### config.mk
export PLATFORM = sky130hd
export DESIGN_NAME = prt_slot_index
export DESIGN_NICKNAME = d
export VERILOG_FILES = /design/src/hdl/prt_pkg.sv /design/src/hdl/prt_slot_index.sv
export SDC_FILE = /design/constraint.sdc
export NUM_CORES = 1
export LEC_CHECK = 0
export ABC_AREA = 1
export BUFFER_PORTS_ARGS = -buffer_cell sky130_fd_sc_hd__buf_2
export CORE_ASPECT_RATIO = 0.9
export CORE_UTILIZATION = 43
export CTS_CLUSTER_DIAMETER = 30
export CTS_CLUSTER_SIZE = 25
export DETAILED_ROUTE_END_ITERATION = 10
export HOLD_SLACK_MARGIN = 0.15
export PLACE_DENSITY = 0.87
export SYNTH_ARGS = -nofsm -noshare
export SYNTH_HDL_FRONTEND = slang
export SYNTH_SLANG_ARGS = --single-unit
### constraint.sdc
create_clock -name clk -period 1.85 [get_ports clk]
set_input_delay 0.0925 -clock clk [delete_from_list [all_inputs] [get_ports clk]]
set_output_delay 0.0925 -clock clk [all_outputs]
set_load 0.02 [all_outputs]
### src/hdl/prt_pkg.sv
// ----------------------------------------------------------------------------
// prt_pkg: shared types and constants of the prefix routing table
// Key, digit and address geometry, command and result beats, slot layout.
// ----------------------------------------------------------------------------
package prt_pkg;

    localparam int KEY_BITS     = 64;
    localparam int DIGIT_BITS   = 4;
    localparam int ADDRESS_BITS = 32;

    localparam int NROWS     = (KEY_BITS + DIGIT_BITS - 1) / DIGIT_BITS;
    localparam int NCOLS     = 1 << DIGIT_BITS;
    localparam int NSLOTS    = NROWS * NCOLS;
    localparam int PAD_BITS  = NROWS * DIGIT_BITS;
    localparam int PAD_LOW   = PAD_BITS - KEY_BITS;
    localparam int ROW_BITS  = (NROWS > 1) ? $clog2(NROWS) : 1;
    localparam int RIU_BITS  = $clog2(NROWS + 1);
    localparam int SLOT_BITS = ROW_BITS + DIGIT_BITS;
    localparam int ADDR_W    = (ADDRESS_BITS < 32) ? ADDRESS_BITS : 32;

    localparam logic [1:0] KIND_MERGE  = 2'd0;
    localparam logic [1:0] KIND_LOOKUP = 2'd1;
    localparam logic [1:0] KIND_FAIL   = 2'd2;

    localparam logic [1:0] STATUS_DONE  = 2'd0;
    localparam logic [1:0] STATUS_OWNER = 2'd1;
    localparam logic [1:0] STATUS_NONE  = 2'd2;
    localparam logic [1:0] STATUS_KEPT  = 2'd3;

    typedef struct packed {
        logic [1:0]  kind;
        logic [63:0] node_key;
        logic [31:0] node_address;
        logic [31:0] proximity;
    } prt_cmd_t;

    typedef struct packed {
        logic [1:0]  status;
        logic [63:0] hop_key;
        logic [31:0] hop_address;
        logic [3:0]  table_row;
        logic [3:0]  table_column;
    } prt_result_t;

    typedef struct packed {
        logic [KEY_BITS-1:0] key;
        logic [ADDR_W-1:0]   address;
        logic [31:0]         proximity;
    } prt_slot_t;

    typedef struct packed {
        logic [ROW_BITS-1:0]   row;
        logic [DIGIT_BITS-1:0] col;
        logic                  own_equal;
    } prt_index_t;

    function automatic logic [RIU_BITS-1:0] row_to_riu(input logic [ROW_BITS-1:0] row);
        logic [RIU_BITS+ROW_BITS-1:0] wide;
        wide = {{RIU_BITS{1'b0}}, row};
        return wide[RIU_BITS-1:0];
    endfunction

    function automatic logic [3:0] row_to_field(input logic [ROW_BITS-1:0] row);
        logic [ROW_BITS+3:0] wide;
        wide = {4'b0000, row};
        return wide[3:0];
    endfunction

    function automatic logic [3:0] col_to_field(input logic [DIGIT_BITS-1:0] col);
        logic [DIGIT_BITS+3:0] wide;
        wide = {4'b0000, col};
        return wide[3:0];
    endfunction

    function automatic logic [63:0] key_to_field(input logic [KEY_BITS-1:0] key);
        logic [KEY_BITS+63:0] wide;
        wide = {64'd0, key};
        return wide[63:0];
    endfunction

    function automatic logic [31:0] addr_to_field(input logic [ADDR_W-1:0] addr);
        logic [ADDR_W+31:0] wide;
        wide = {32'd0, addr};
        return wide[31:0];
    endfunction

endpackage

### src/hdl/prt_slot_index.sv
// ----------------------------------------------------------------------------
// prt_slot_index: row and column of a key against the owner key
// Finds the first differing digit and registers the slot it selects.
// ----------------------------------------------------------------------------
module prt_slot_index
    import prt_pkg::*;
(
    input  logic                clk,
    input  logic                load,
    input  logic [KEY_BITS-1:0] owner_key,
    input  logic [KEY_BITS-1:0] node_key,
    output prt_index_t          index
);

    logic [PAD_BITS-1:0]   key_pad;
    logic [PAD_BITS-1:0]   diff_pad;
    logic [ROW_BITS-1:0]   row;
    logic [DIGIT_BITS-1:0] col;

    // The shorter last digit, if any, is padded with zeros at its low end.
    always_comb
    begin
        key_pad  = PAD_BITS'(node_key) << PAD_LOW;
        diff_pad = PAD_BITS'(owner_key ^ node_key) << PAD_LOW;
        row      = '0;
        col      = key_pad[PAD_BITS-1 -: DIGIT_BITS];
        for (int i = NROWS - 1; i >= 0; i--)
        begin
            if (|diff_pad[PAD_BITS-1-i*DIGIT_BITS -: DIGIT_BITS])
            begin
                row = ROW_BITS'(i);
                col = key_pad[PAD_BITS-1-i*DIGIT_BITS -: DIGIT_BITS];
            end
        end
    end

    always_ff @(posedge clk)
    begin
        if (load)
        begin
            index.row       <= row;
            index.col       <= col;
            index.own_equal <= (diff_pad == '0);
        end
    end

endmodule

Word-level counts from Yosys, hierarchy flattened

Cells that the tools add are included.

Input port bits: 130
Bits in registers: 9
Output and inout port bits: 9
Logic and storage cells: 58

Mux-type cells: 31
Bitwise logic cells: 1
Reduce and logical (&&, ||, !) cells: 20

Operator list:

| cell             | count |
|---|---|
| $mux 4           | 24 |
| $logic_not 64->1 | 1 |
| $reduce_or 4->1  | 16 |
| $xor 64x64->64   | 1 |
| $reduce_or 32->1 | 1 |
| $reduce_or 16->1 | 1 |
| $mux 3           | 4 |
| $reduce_or 8->1  | 1 |
| $mux 2           | 2 |
| $mux 1           | 1 |

Longest topological paths before layout

Word-level depth: 18
Mapped depth: 22
Depth with buffers taken out: 22

Least setup slack after synthesis

Ideal clock, no wire load.

Kind: input port to flip-flop
Start point: input port owner_key[8]
End point: register index[3] (netlist name) (data pin)
Setup slack: 353 ps
Arrival: 1245 ps
Stages: 19
Cell sequence: xor2_1 nor2_1 nand2_2 a21oi_1 nand3_1 nand2_1 nand2_1 nand2_1 nand2_1 nand2_1 nand2_1 nand2_1 nand2_1 nand2_1 nand2_1 nand2_1 nand2_1 nand2_1 nand2_1

Longest elaborated chain between the ends: 16

Ends and longest elaborated chain:

| what                  | RTL line             | RTL |
|---|---|---|
| start, declared       | prt_slot_index.sv:10 | `input logic [KEY_BITS-1:0] owner_key,` |
| $xor 64x64->64        | prt_slot_index.sv:24 | `diff_pad = PAD_BITS'(owner_key ^ node_key) << PAD_LOW;` |
| $reduce_or 4->1       | prt_slot_index.sv:29 | `if (\|diff_pad[PAD_BITS-1-i*DIGIT_BITS -: DIGIT_BITS])` |
| $mux 4 (14 in series) | prt_slot_index.sv:29 |  |
| via col[2]            | prt_slot_index.sv:18 | `logic [DIGIT_BITS-1:0] col;` |
| end, declared         | prt_slot_index.sv:12 | `output prt_index_t index` |

The timed path passes the listed nets, and every way through them passes these cells.
A chain may end at the register's enable or synchronous reset.

Worst setup path after layout

Start point: input port owner_key[8]
End point: register index[1] (netlist name) (data pin)

The elaborated chain is that of the path after synthesis.

==> results by group <==
CTS
  – Clock tree buffer depth: 2
  – TritonCTS clock tree: done
  – CTS Buf Count: 3
  – CTS Hold Bufs: 0
  – CTS sink count: 9
  – Setup repair bufs after CTS: 0
  – Clk slew on worst S/H paths: 40 ps
  – H-tree Lvls: 1
  – # resized after CTS: 0
  – Clock root buffer: clkbuf_8

Min path
  – HP Class: in2reg
  – WHS Path Cells: 3
  – Min-Delay Endpoint: index[3]$_DFFE_PP_
  – Hold Path Origin: node_key[62]

Logic synthesis
  – Sequential area share after synthesis: around an eighth
  – Synth area leaders: nand2_1, edfxtp_1, xnor2_1
  – Main synth FF type: edfxtp_1
  – Post-Syn Area: between 2000 and 2500 um^2
  – Mapped Cells: approximately 370
  – Most numerous cell in the Yosys netlist: nand2_1
  – Post-synth EDFFs: 9
  – Netlist cell types: 28
  – Syn nets: about 500
  – Yosys reg bits: 9
  – Yosys warning count: 0
  – Synth Area per Inst: between 5 and 6 um^2
  – Top cells by count, synth: nand2_1, nor2_1, a21oi_1
  – Top cell type's share of synthesized area: roughly a fifth
  – Dominant cell type by area after synthesis: nand2_1
  – Asr flop ratio synth: 0%

Cells and area
  – Share of post-route cells with drive strength above 1: about a third
  – Fill cells: roughly 440
  – # diodes: 0
  – Seq. cell area: about 270 um^2
  – Final #Nets: around 650
  – Area growth, synth to finish: 41.6%
  – Multi-input combinational cell area: ~1700 um^2
  – Biggest register: index
  – Top flop regs: index: 9 flops
  – Largest register FFs: 9

Floorplanning
  – Die X: roughly 75 um
  – FP Rows: 23
  – Ports: 139
  – Initial core utilization: around 46%
  – Die Area: just over 5000 um^2
  – Core Footprint: between 4000 and 5000 um^2
  – Die height: between 60 and 70 um

Setup path
  – Delay of the slowest cell on the worst path: 170 ps
  – Crit-path cells: buf_2 -> xor2_2 -> nor2_2 -> nand2_4 -> a21oi_2 -> nand3_1 -> nand2_1 -> nand2_1 -> nand2_1 -> nand2_1 -> nand2_1 -> nand2_1 -> nand2_1 -> nand2_1 -> nand2_1 -> nand2_1 -> nand2_1 -> nand2_1 -> nand2_1 -> nand2_1
  – WP buf/inv: 1
  – Most frequent CP cell: nand2_1
  – Crit path max fanout: 8
  – Slowest CP cell: xor2_2
  – CP endpoint kind: flop
  – Type of the worst setup path: in2reg
  – WP data required: approximately 1800 ps
  – Worst EP arrival: ~1700 ps
  – Top delay family on crit path: simple AND/OR/NAND/NOR gates
  – Crit path launch type: primary input

STA
  – Crit share post-route: a little over 90%
  – Final count of negative-setup-slack endpoints: 0
  – Final hold violations: 0
  – Post-route setup TNS: 0 ps
  – Worst Tran Pin Value: approximately 320 ps
  – Fin crit period: between 1500 and 2000 ps
  – Slew headroom: roughly four fifths
  – Fmax: about 0.58 GHz
  – Max-slew violations: 0

Global routing
  – Vias in the first global route: between 2,000 and 2,500
  – Met1 GRT Util: around a quarter
  – Grt met3 use: slightly above 2%
  – Initial antenna violation count: 0
  – GR peak layer: met2
  – GRT Util Overall: 22.1%
  – Grt total ovfl: 0
  – Met2 Use GR: around 44%
  – First-pass GRT wire length: ~9000 um
  – Largest net degree at the start of global routing: 11

Routing
  – Via count: between 2,000 and 3,000
  – DRC: 0
  – Initial DRC Count: around 120
  – First-pass iteration count of the detailed router: 4
  – Post-route ant nets: 0
  – Final wirelength: 5970 um
  – Via density per instance: between 4 and 5
  – WL/cell: approximately 10 um

Power
  – Total power: between 1 and 1.5 mW
  – Power per cell area: 345 nW/um^2
  – Maximum VDD drop: roughly 0.00022 V
  – Leak: approximately 1.5 nW

Placement
  – Port Buf Inserts: approximately 140
  – Placed wire-length estimate: 5200 um
  – Final Wtd Congestion: 0.764

Flow run
  – Max_cap viols: 0

Status
  – Status: finished clean
layout by cell type, fill, tap and decap left out, types with 3 or more instances in the layout:
master	Yosys	layout
buf_2	2	137
nand2_1	111	110
nor2_1	67	65
a21oi_1	40	37
inv_1	35	35
xnor2_1	30	30
xor2_1	19	18
nand3_1	17	17
edfxtp_1	9	9
and3_1	8	8
nand2_2	6	6
buf_4	1	6
or2_0	5	5
inv_2	4	4
nor2_2	1	3
clkinv_1	3	3
a21oi_2	0	3
clkbuf_8	0	3
worst max-delay path by stage:
stage	to	cells after the start	from
after floorplan	index[3]$_DFFE_PP_	19	owner_key[8]
after global placement	index[1]$_DFFE_PP_	20	owner_key[8]
after detailed placement	index[1]$_DFFE_PP_	20	owner_key[8]
after CTS	index[1]$_DFFE_PP_	20	owner_key[8]
after global routing	index[1]$_DFFE_PP_	20	owner_key[8]
final	index[1]$_DFFE_PP_	20	owner_key[8]
cell type report:
type / count / share of cell area [%]
well taps: 62 / 2.64
multi-input cells: 318 / 56.4
flip-flops and latches: 9 / 9.19
clock buffers: 4 / 1.53
inverters: 42 / 5.36
repair buffers: 143 / 24.9
worst min-delay path, cell delays in order:
cell and delay [ps]:
buf_2 120, nand2_1 60, nand2_1 60
cell families after synthesis:
| group | after synthesis | synth area share [%] |
|---|---|---|
| DFF | 9 | 13.0 |
| buffers and inverters | 46 | 8.61 |
| AOI/OAI and AO/OA | 45 | 11.1 |
| and+or+nand+nor | 224 | 46.6 |
| xor gates and xnor gates | 49 | 20.7 |
metrics by stage:
step	hold slack [ps]	util, %	cell area, um^2	std cells	setup slack (ps)
after floorplan	205	-	2080	373	353
after global placement	441	62.9	2860	574	3.69
after detailed placement	442	62.9	2860	574	-43.8
after CTS	200	63.9	2910	578	203
after global routing	217	64.7	2940	578	-1.14
final	208	64.7	2940	578	139
power breakdown:
group          leakage [nW]  switching [mW]  internal, mW
combinational          1.37           0.292         0.253
sequential           0.0866         0.00380         0.242
clock                0.0228          0.0728         0.150
total                  1.48           0.368         0.645
routing by layer:
metal	wire (um)	vias to the layer above
met5	0	-
met4	47	0
met3	352	7
met2	3010	103
met1	2550	1187
li1	-	1451
Power figures use the tool's default switching activity.
